`src/pulse_width_sensor_frame_decoder_top_defines.svh`:
```
// Assertion macros shared by the decoder modules.
// Each module that asserts has signals named clk and rst_n in scope.
`ifndef PULSE_WIDTH_SENSOR_FRAME_DECODER_TOP_DEFINES_SVH
`define PULSE_WIDTH_SENSOR_FRAME_DECODER_TOP_DEFINES_SVH

`ifndef SYNTHESIS
`define PWSFD_ASSERT(label, prop, msg) \
    label: assert property (@(posedge clk) disable iff (!rst_n) prop) else $error(msg);
`define PWSFD_ASSERT_ALWAYS(label, prop, msg) \
    label: assert property (@(posedge clk) prop) else $error(msg);
`else
`define PWSFD_ASSERT(label, prop, msg)
`define PWSFD_ASSERT_ALWAYS(label, prop, msg)
`endif

`endif

```
`src/pwsfd_pkg.sv`:
```
`timescale 1ns / 1ps
package pwsfd_pkg;

    localparam int unsigned BIT_COUNT       = 28;
    localparam int unsigned INDEX_WIDTH     = 7;
    localparam int unsigned CFG_DATA_WIDTH  = 16;

    localparam logic [6:0]  FRAME_PULSES    = 7'd58;
    localparam logic [6:0]  LAST_BIT_PULSE  = 7'd56;
    localparam logic [6:0]  INDEX_MAX       = 7'd127;
    localparam logic [11:0] NEG_LIMIT       = 12'd3000;
    localparam logic [15:0] NEG_FLAG        = 16'h8000;

    localparam logic [7:0]  SCALE_RESET     = 8'd30;
    localparam logic [15:0] THRESHOLD_RESET = 16'd2975;

    localparam logic CFG_PULSE_SCALE    = 1'b0;
    localparam logic CFG_LONG_THRESHOLD = 1'b1;

    localparam logic [1:0] STATUS_OK       = 2'd0;
    localparam logic [1:0] STATUS_LENGTH   = 2'd1;
    localparam logic [1:0] STATUS_CHECKSUM = 2'd2;

    localparam int unsigned QUEUE_DEPTH_DEFAULT = 4;

    // One closed frame as handed from the front end to the decoder.
    typedef struct packed {
        logic                 length_ok;
        logic [BIT_COUNT-1:0] bits;
    } frame_t;

    typedef struct packed {
        logic   push;
        frame_t frame;
    } queue_push_t;

    typedef struct packed {
        logic full;
        logic empty;
    } queue_status_t;

endpackage

```
`src/pwsfd_front.sv`:
```
`timescale 1ns / 1ps
module pwsfd_front
(
    input  logic                             clk,
    input  logic                             rst_n,
    input  logic                             cfg_write,
    input  logic                             cfg_index,
    input  logic [pwsfd_pkg::CFG_DATA_WIDTH-1:0] cfg_data,
    input  logic                             in_valid,
    output logic                             in_stall,
    input  logic [7:0]                       pulse_width,
    input  logic                             frame_end,
    input  pwsfd_pkg::queue_status_t         queue_status,
    output pwsfd_pkg::queue_push_t           queue_push
);
    import pwsfd_pkg::*;

    logic [7:0]             scale_reg;
    logic [15:0]            threshold_reg;
    logic [INDEX_WIDTH-1:0] index_reg;
    logic [INDEX_WIDTH-1:0] index_next;
    logic [BIT_COUNT-1:0]   bits_reg;
    logic [BIT_COUNT-1:0]   bits_next;
    logic [INDEX_WIDTH-1:0] index_inc;
    logic [BIT_COUNT-1:0]   bits_shift;
    logic [15:0]            product;
    logic                   bit_slot;
    logic                   bit_value;
    logic                   accept;

    // The front end only holds back when the queue has no room.
    assign in_stall = queue_status.full;
    assign accept   = in_valid && !in_stall;

    assign index_inc = (index_reg < INDEX_MAX) ? index_reg + 1'b1 : index_reg;
    assign bit_slot  = !index_inc[0] && (index_inc >= 7'd2) && (index_inc <= LAST_BIT_PULSE);
    assign product   = {8'd0, pulse_width} * {8'd0, scale_reg};
    assign bit_value = product > threshold_reg;
    assign bits_shift = bit_slot ? {bits_reg[BIT_COUNT-2:0], bit_value} : bits_reg;

    always_comb
    begin
        index_next = index_reg;
        bits_next  = bits_reg;
        if (accept)
        begin
            if (frame_end)
            begin
                index_next = '0;
                bits_next  = '0;
            end
            else
            begin
                index_next = index_inc;
                bits_next  = bits_shift;
            end
        end
    end

    assign queue_push.push            = accept && frame_end;
    assign queue_push.frame.length_ok = index_inc == FRAME_PULSES;
    assign queue_push.frame.bits      = bits_shift;

    always_ff @(posedge clk or negedge rst_n)
    begin
        if (!rst_n)
        begin
            scale_reg     <= SCALE_RESET;
            threshold_reg <= THRESHOLD_RESET;
            index_reg     <= '0;
            bits_reg      <= '0;
        end
        else
        begin
            if (cfg_write && cfg_index == CFG_PULSE_SCALE)
            begin
                scale_reg <= cfg_data[7:0];
            end
            if (cfg_write && cfg_index == CFG_LONG_THRESHOLD)
            begin
                threshold_reg <= cfg_data[15:0];
            end
            index_reg <= index_next;
            bits_reg  <= bits_next;
        end
    end

endmodule

```
`src/pwsfd_queue.sv`:
```
`timescale 1ns / 1ps
`include "pulse_width_sensor_frame_decoder_top_defines.svh"
module pwsfd_queue
#(
    parameter int unsigned DEPTH = pwsfd_pkg::QUEUE_DEPTH_DEFAULT
)
(
    input  logic                     clk,
    input  logic                     rst_n,
    input  pwsfd_pkg::queue_push_t   queue_push,
    input  logic                     pop,
    output pwsfd_pkg::queue_status_t queue_status,
    output pwsfd_pkg::frame_t        head
);
    import pwsfd_pkg::*;

    localparam int unsigned PTR_WIDTH   = (DEPTH > 1) ? $clog2(DEPTH) : 1;
    localparam int unsigned COUNT_WIDTH = $clog2(DEPTH + 1);
    localparam logic [PTR_WIDTH-1:0]   LAST_PTR  = PTR_WIDTH'(DEPTH - 1);
    localparam logic [COUNT_WIDTH-1:0] FULL_COUNT = COUNT_WIDTH'(DEPTH);

    frame_t                 entry_reg [DEPTH];
    logic [PTR_WIDTH-1:0]   wr_ptr_reg;
    logic [PTR_WIDTH-1:0]   wr_ptr_next;
    logic [PTR_WIDTH-1:0]   rd_ptr_reg;
    logic [PTR_WIDTH-1:0]   rd_ptr_next;
    logic [COUNT_WIDTH-1:0] count_reg;
    logic [COUNT_WIDTH-1:0] count_next;
    logic                   do_push;
    logic                   do_pop;

    assign queue_status.full  = count_reg == FULL_COUNT;
    assign queue_status.empty = count_reg == '0;
    assign head               = entry_reg[rd_ptr_reg];

    assign do_push = queue_push.push && !queue_status.full;
    assign do_pop  = pop && !queue_status.empty;

    always_comb
    begin
        wr_ptr_next = wr_ptr_reg;
        rd_ptr_next = rd_ptr_reg;
        count_next  = count_reg;
        if (do_push)
        begin
            wr_ptr_next = (wr_ptr_reg == LAST_PTR) ? '0 : wr_ptr_reg + 1'b1;
        end
        if (do_pop)
        begin
            rd_ptr_next = (rd_ptr_reg == LAST_PTR) ? '0 : rd_ptr_reg + 1'b1;
        end
        if (do_push && !do_pop)
        begin
            count_next = count_reg + 1'b1;
        end
        else if (do_pop && !do_push)
        begin
            count_next = count_reg - 1'b1;
        end
    end

    always_ff @(posedge clk)
    begin
        if (do_push)
        begin
            entry_reg[wr_ptr_reg] <= queue_push.frame;
        end
    end

    always_ff @(posedge clk or negedge rst_n)
    begin
        if (!rst_n)
        begin
            wr_ptr_reg <= '0;
            rd_ptr_reg <= '0;
            count_reg  <= '0;
        end
        else
        begin
            wr_ptr_reg <= wr_ptr_next;
            rd_ptr_reg <= rd_ptr_next;
            count_reg  <= count_next;
        end
    end

    `PWSFD_ASSERT(a_count_in_range, count_reg <= FULL_COUNT, "queue count beyond depth")
    `PWSFD_ASSERT(a_no_push_when_full, queue_status.full |-> !queue_push.push,
                  "frame pushed into a full queue")
    `PWSFD_ASSERT(a_pointers_track_count,
                  (do_push && !do_pop) |=> count_reg == $past(count_reg) + 1'b1,
                  "queue count did not follow a push")

endmodule

```
`src/pwsfd_back.sv`:
```
`timescale 1ns / 1ps
`include "pulse_width_sensor_frame_decoder_top_defines.svh"
module pwsfd_back
(
    input  logic                     clk,
    input  logic                     rst_n,
    input  pwsfd_pkg::queue_status_t queue_status,
    input  pwsfd_pkg::frame_t        head,
    output logic                     pop,
    output logic                     out_valid,
    input  logic                     out_stall,
    output logic [1:0]               status,
    output logic [7:0]               sequence_res,
    output logic [7:0]               device_id,
    output logic [1:0]               channel,
    output logic [15:0]              temperature
);
    import pwsfd_pkg::*;

    logic        out_valid_reg;
    logic        out_valid_next;
    logic [7:0]  counter_reg;
    logic [7:0]  counter_next;
    logic [1:0]  status_reg;
    logic [7:0]  sequence_reg;
    logic [7:0]  device_reg;
    logic [1:0]  channel_reg;
    logic [15:0] temperature_reg;
    logic [1:0]  status_next;
    logic [7:0]  device_next;
    logic [1:0]  channel_next;
    logic [15:0] temperature_next;
    logic [3:0]  nib [7];
    logic [6:0]  nibble_sum;
    logic [3:0]  check_value;
    logic [11:0] raw_temp;
    logic        load;

    // Nibble 0 is the first one received and sits at the top of the word.
    always_comb
    begin
        for (int k = 0; k < 7; k++)
        begin
            nib[k] = head.bits[BIT_COUNT-1-4*k -: 4];
        end
    end

    assign nibble_sum  = 7'(nib[1]) + 7'(nib[2]) + 7'(nib[3])
                       + 7'(nib[4]) + 7'(nib[5]) + 7'(nib[6]);
    assign check_value = nibble_sum[3:0] - 4'd1;
    assign raw_temp    = {nib[3], nib[4], nib[5]};

    always_comb
    begin
        status_next      = STATUS_OK;
        device_next      = '0;
        channel_next     = '0;
        temperature_next = '0;
        if (!head.length_ok)
        begin
            status_next = STATUS_LENGTH;
        end
        else if (check_value != nib[0])
        begin
            status_next = STATUS_CHECKSUM;
        end
        else
        begin
            device_next  = {nib[1], nib[2]};
            channel_next = nib[6][3:2];
            // Negative readings are stored as an offset below 4096.
            if (raw_temp > NEG_LIMIT)
            begin
                temperature_next = NEG_FLAG | {4'd0, 12'd0 - raw_temp};
            end
            else
            begin
                temperature_next = {4'd0, raw_temp};
            end
        end
    end

    assign load = !queue_status.empty && (!out_valid_reg || !out_stall);
    assign pop  = load;

    always_comb
    begin
        out_valid_next = out_valid_reg && out_stall;
        counter_next   = counter_reg;
        if (load)
        begin
            out_valid_next = 1'b1;
            if (status_next == STATUS_OK)
            begin
                counter_next = counter_reg + 8'd1;
            end
        end
    end

    always_ff @(posedge clk)
    begin
        if (load)
        begin
            status_reg      <= status_next;
            sequence_reg    <= counter_reg;
            device_reg      <= device_next;
            channel_reg     <= channel_next;
            temperature_reg <= temperature_next;
        end
    end

    always_ff @(posedge clk or negedge rst_n)
    begin
        if (!rst_n)
        begin
            out_valid_reg <= 1'b0;
            counter_reg   <= '0;
        end
        else
        begin
            out_valid_reg <= out_valid_next;
            counter_reg   <= counter_next;
        end
    end

    assign out_valid    = out_valid_reg;
    assign status       = status_reg;
    assign sequence_res = sequence_reg;
    assign device_id    = device_reg;
    assign channel      = channel_reg;
    assign temperature  = temperature_reg;

    `PWSFD_ASSERT(a_counter_on_good,
                  (load && status_next == STATUS_OK) |=> counter_reg == $past(counter_reg) + 8'd1,
                  "sequence number did not advance after a good packet")
    `PWSFD_ASSERT(a_counter_hold_on_error,
                  (load && status_next != STATUS_OK) |=> $stable(counter_reg),
                  "sequence number moved on an error result")
    `PWSFD_ASSERT(a_error_fields_zero,
                  (out_valid_reg && status_reg != STATUS_OK) |-> (device_reg == '0
                  && channel_reg == '0 && temperature_reg == '0),
                  "error result carries decoded fields")

endmodule

```
`src/pulse_width_sensor_frame_decoder_top.sv`:
```
`timescale 1ns / 1ps
// Pulse-width sensor frame decoder.
// Input channel: one beat per received pulse (pulse_width, frame_end) on
// in_valid/in_stall. Each even pulse from 2 to 56 contributes one data bit,
// which is 1 when pulse_width times pulse_scale exceeds long_threshold.
// The beat carrying frame_end closes the frame and yields exactly one result
// beat on out_valid/out_stall: status, sequence_res, device_id, channel and
// temperature. Other beats produce no result.
// Throughput: one pulse per cycle while in_stall is low, set by the single 8x8
// multiply and compare in the front end. A closing beat is written into the
// frame queue when it is accepted and then loaded into the output register,
// which raises out_valid; older frames or an output stall can hold it back.
// The front end and the result stage are parted by a frame queue of
// QUEUE_DEPTH entries, so pulses keep flowing while a result waits. in_stall
// rises only when the queue is full, that is when the receiver has stalled
// long enough for QUEUE_DEPTH closed frames plus the one in the output
// register to pile up.
// Configuration: cfg_write with cfg_index 0 loads pulse_scale from
// cfg_data[7:0], index 1 loads long_threshold from cfg_data[15:0]; write only
// while the block is idle.
// Reset sets pulse_scale to 30, long_threshold to 2975, clears the pulse
// count, the collected bits, the sequence number and the queue.
module pulse_width_sensor_frame_decoder_top
#(
    parameter int unsigned QUEUE_DEPTH = pwsfd_pkg::QUEUE_DEPTH_DEFAULT
)
(
    input  logic                                 clk,
    input  logic                                 rst_n,
    input  logic                                 cfg_write,
    input  logic                                 cfg_index,
    input  logic [pwsfd_pkg::CFG_DATA_WIDTH-1:0] cfg_data,
    input  logic                                 in_valid,
    output logic                                 in_stall,
    input  logic [7:0]                           pulse_width,
    input  logic                                 frame_end,
    output logic                                 out_valid,
    input  logic                                 out_stall,
    output logic [1:0]                           status,
    output logic [7:0]                           sequence_res,
    output logic [7:0]                           device_id,
    output logic [1:0]                           channel,
    output logic [15:0]                          temperature
);
    import pwsfd_pkg::*;

    queue_push_t   queue_push;
    queue_status_t queue_status;
    frame_t        head;
    logic          pop;

    // Front end: counts pulses, samples bits and closes frames.
    pwsfd_front u_front
    (
        .clk          (clk),
        .rst_n        (rst_n),
        .cfg_write    (cfg_write),
        .cfg_index    (cfg_index),
        .cfg_data     (cfg_data),
        .in_valid     (in_valid),
        .in_stall     (in_stall),
        .pulse_width  (pulse_width),
        .frame_end    (frame_end),
        .queue_status (queue_status),
        .queue_push   (queue_push)
    );

    // Closed frames wait here until the result stage can take them.
    pwsfd_queue #(
        .DEPTH (QUEUE_DEPTH)
    ) u_queue
    (
        .clk          (clk),
        .rst_n        (rst_n),
        .queue_push   (queue_push),
        .pop          (pop),
        .queue_status (queue_status),
        .head         (head)
    );

    // Result stage: checks length and checksum, extracts the fields and
    // keeps the packet sequence number.
    pwsfd_back u_back
    (
        .clk          (clk),
        .rst_n        (rst_n),
        .queue_status (queue_status),
        .head         (head),
        .pop          (pop),
        .out_valid    (out_valid),
        .out_stall    (out_stall),
        .status       (status),
        .sequence_res (sequence_res),
        .device_id    (device_id),
        .channel      (channel),
        .temperature  (temperature)
    );

endmodule

```
`config.mk`:
```
export PLATFORM = sky130hd
export DESIGN_NAME = pulse_width_sensor_frame_decoder_top
export DESIGN_NICKNAME = d
export VERILOG_FILES = /design/src/pwsfd_pkg.sv /design/src/pwsfd_front.sv /design/src/pwsfd_queue.sv /design/src/pwsfd_back.sv /design/src/pulse_width_sensor_frame_decoder_top.sv
export VERILOG_INCLUDE_DIRS = /design/src /design/src/src
export SDC_FILE = /design/constraint.sdc
export NUM_CORES = 1
export LEC_CHECK = 0
export BUFFER_PORTS_ARGS = -buffer_cell sky130_fd_sc_hd__buf_4
export CORE_ASPECT_RATIO = 0.7
export CORE_MARGIN = 3
export CORE_UTILIZATION = 56
export DETAILED_ROUTE_END_ITERATION = 10
export PLACE_DENSITY = 0.89
export REMOVE_ABC_BUFFERS = 1
export SYNTH_ARGS = -nofsm -noshare
export SYNTH_HDL_FRONTEND = slang
export SYNTH_HIERARCHICAL = 1
export SYNTH_SLANG_ARGS = --single-unit
```
`constraint.sdc`:
```
create_clock -name clk -period 5.5 [get_ports clk]
set_clock_uncertainty 0.05 [all_clocks]
set_input_delay 0.55 -clock clk [delete_from_list [all_inputs] [get_ports clk]]
set_output_delay 0.55 -clock clk [all_outputs]
set_load 0.1 [all_outputs]
```
==> results_dict.tcl <==
set metrics [dict create \
    syn_area_sq_um 12500 \
    slowest_stage "dfstp_2" \
    critPathArrivalTime_ns 5.64 \
    largest_reg_flops 116 \
    cp.required_ns 5.69 \
    vias_per_cell 6.10 \
    grt_max_degree 76 \
    hold_path.class "primary input to async pin" \
    grt_util_met1_pct 32.1 \
    critical_path.top_delay_family "adder cells" \
    yosysSeqAreaShare_pct 50.7 \
    num_vias 8122 \
    slew_violations 0 \
    firstDrtPassIters 5 \
    cpMostUsedCell "fa_1" \
    antenna_found_initial 0 \
    netlist_top_cells_count "149 x edfxtp_1, 97 x inv_1, 68 x ha_1, 67 x and2_1, 62 x dfrtp_1" \
    numCtsBuffers 22 \
    clockBufferDepth 3 \
    yosys.area_share.simple_pct 9.61 \
    die_y_um 131 \
    grt_pass1_wl_um 43600 \
    postCtsHoldBufs 0 \
    grt_pass1_vias 8195 \
    initial_core_util_pct 57.4 \
    synth_seq_cells 224 \
    core_area_sq_um 21800 \
    ant_nets 0 \
    synthMuxAreaShare_pct 10.3 \
    clk_pin_slew_worst_paths_ns 0.06 \
    yosysWarnings 6 \
    cts.root.buffer_cell "clkbuf_16" \
    fmax_mhz 183 \
    worst_pin_slew_ns 1.01 \
    cts.sinks 224 \
    yosysTopAreaCellShare_pct 35.7 \
    period_share_pct 99.3 \
    setup_viol 0 \
    drc_errors 0 \
    synth-xor-area-share_pct 2.80 \
    synth_area_leader_cell "edfxtp_1" \
    outcome "complete, no violations" \
    hold_violations 0 \
    finalNetCount 1179 \
    final_cells 1332 \
    dieArea_sq_um 24300 \
    cp_num_buf_inv 3 \
    synth_area_leaders "edfxtp_1 36%, dfrtp_1 12%, fa_1 7.3%" \
    rrSetupSlack_ns 0.04 \
    routabilityCongestion 0.891 \
    synth_compound_area_share_pct 7.58 \
    endpoint_kind "register" \
    layout-drive-gt1-share_pct 28.1 \
    wl_per_cell_um 20.9 \
    grt_setup_unrepaired "true" \
    dp_hpwl_um 18100 \
    io_pins 69 \
    crit_type "register to register" \
    antenna_cells 0 \
    die_x_um 185 \
    synth.most_common_cell "edfxtp_1" \
    portBuffers 65 \
    cts_tree "yes" \
    track_usage_pct 22.5 \
    cp-start-kind "register" \
    drt-initial-drc-count 659 \
    max-cap-violations 0 \
    slowest_delay_ns 0.55 \
    path_cells "nand2_2, fa_1, fa_1, inv_1, fa_1, inv_1, fa_1, inv_2, ha_4, a21oi_2, a21boi_2, o2111ai_2, nand2_1, nor2_1, xnor2_1, ha_1, and3_4, a221oi_2, o211ai_1, o21ai_1, o21ai_2" \
    grt.busiest_layer "met2" \
    slew_headroom_pct 32.7 \
    post-route-util_pct 66.8 \
    ys.flop_type "edfxtp_1" \
    met2_usage_pct 35.8 \
    fillCellCount 1429 \
    finalCriticalPeriod_ns 5.46 \
    totalWireLength_um 27800 \
    path_max_fanout 5 \
    async_flop_share_pct 33.5 \
    clkLatencyLatePin_ns 0.53 \
    synthAdderAreaFrac_pct 14.1 \
    synth.avg_cell_area_sq_um 13.7 \
    synth_cell_types 80 \
    rows 45 \
    overflow 0 \
    met3_usage_pct 4.48 \
    synth_top_family_by_area "adder cells" \
    dp_cells 1278 \
    synth_cells 914 \
    ctsHtreeMaxLevel 1 \
    areaGrowthSynthToFinish_pct 16.3 \
    synth_edf_count 149 \
]
-- per-stage QoR --
stage | hold WS [ns] | setup TNS, ns | setup slack [ns] | area [sq um]
6_report | 0.113 | 0 | 0.0409 | 14600
5_1_grt | 0.203 | -0.882 | -0.161 | 14600
4_1_cts | 0.167 | 0 | 0.00589 | 14400
3_5_place_dp | 0.406 | -1.42 | -0.296 | 13600
3_3_place_gp | 0.407 | -0.884 | -0.194 | 13600
2_1_floorplan | 0.204 | -14.42 | -0.598 | 12300
-- worst paths after layout --
path	start	end	cells past startpoint
min in group clk	cfg_data[14]	u_front/threshold_reg[14]	2
worst max register to register	u_front/scale_reg[4]	u_queue/entry_reg[3][0]	21
worst min register to register	u_back/counter_reg[7]	u_back/counter_reg[7]	1
worst max-delay path	u_front/scale_reg[4]	u_queue/entry_reg[3][0]	21
worst min-delay path	rst_n	u_back/out_valid	1
max in group asynchronous	rst_n	u_front/scale_reg[5]	1
-- area by class of cell --
type | instances | area, sq um | share of cell area (%)
clock buffer | 30 | 581 | 3.98
clock inverter | 10 | 135 | 0.926
inverter | 97 | 364 | 2.50
multi-input combinational | 560 | 5780 | 39.6
sequential | 224 | 6370 | 43.7
tap | 282 | 353 | 2.42
timing repair buffer | 129 | 1010 | 6.94
-- cell families after synthesis --
group                      count (synthesis)
AOI/OAI and AO/OA                        125
xor gates and xnor gates                  31
adders and majority gates                114
buffers and inverters                    132
DFF                                      224
muxes                                     85
other                                      1
and+or+nand+nor                          202
-- timing repair --
action / in CTS / in global routing
setup buffers: 2 / 12
endpoints found under the hold margin: 0 / 0
resized for setup: 12 / 35
pin swaps: 12 / 30
endpoints found under the setup margin: 5 / 33
gates cloned: 0 / 0
-- placed cells by master, fill, tap and decap left out, types with 7 or more instances in the layout --
| cell | synthesis | final |
|---|---|---|
| clkbuf_1 | 10 | 8 |
| or4_1 | 9 | 9 |
| nand3_1 | 14 | 12 |
| nor2_1 | 22 | 22 |
| nor3_1 | 10 | 8 |
| nand2_1 | 30 | 28 |
| a21oi_1 | 27 | 21 |
| nand4_1 | 9 | 9 |
| xor2_1 | 8 | 7 |
| fa_1 | 46 | 45 |
| dfstp_2 | 13 | 13 |
| buf_4 | 10 | 122 |
| ha_1 | 68 | 64 |
| clkbuf_16 | 0 | 22 |
| and2_1 | 67 | 61 |
| dfrtp_1 | 62 | 60 |
| mux2_1 | 26 | 26 |
| o21ai_0 | 12 | 8 |
| o31ai_1 | 10 | 10 |
| a22o_1 | 27 | 27 |
| inv_1 | 97 | 95 |
| mux4_2 | 29 | 29 |
| edfxtp_1 | 149 | 149 |
| xnor2_1 | 18 | 18 |
| mux2_2 | 26 | 26 |
-- layer usage --
metal	vias up	share of wire (%)
li1	3582	-
met1	4075	42
met2	395	48
met3	70	8.0
met4	0	2.5
met5	-	0
Power is not shown: default switching activity piles up to over one toggle a cycle in this logic, so the estimate is an artifact.
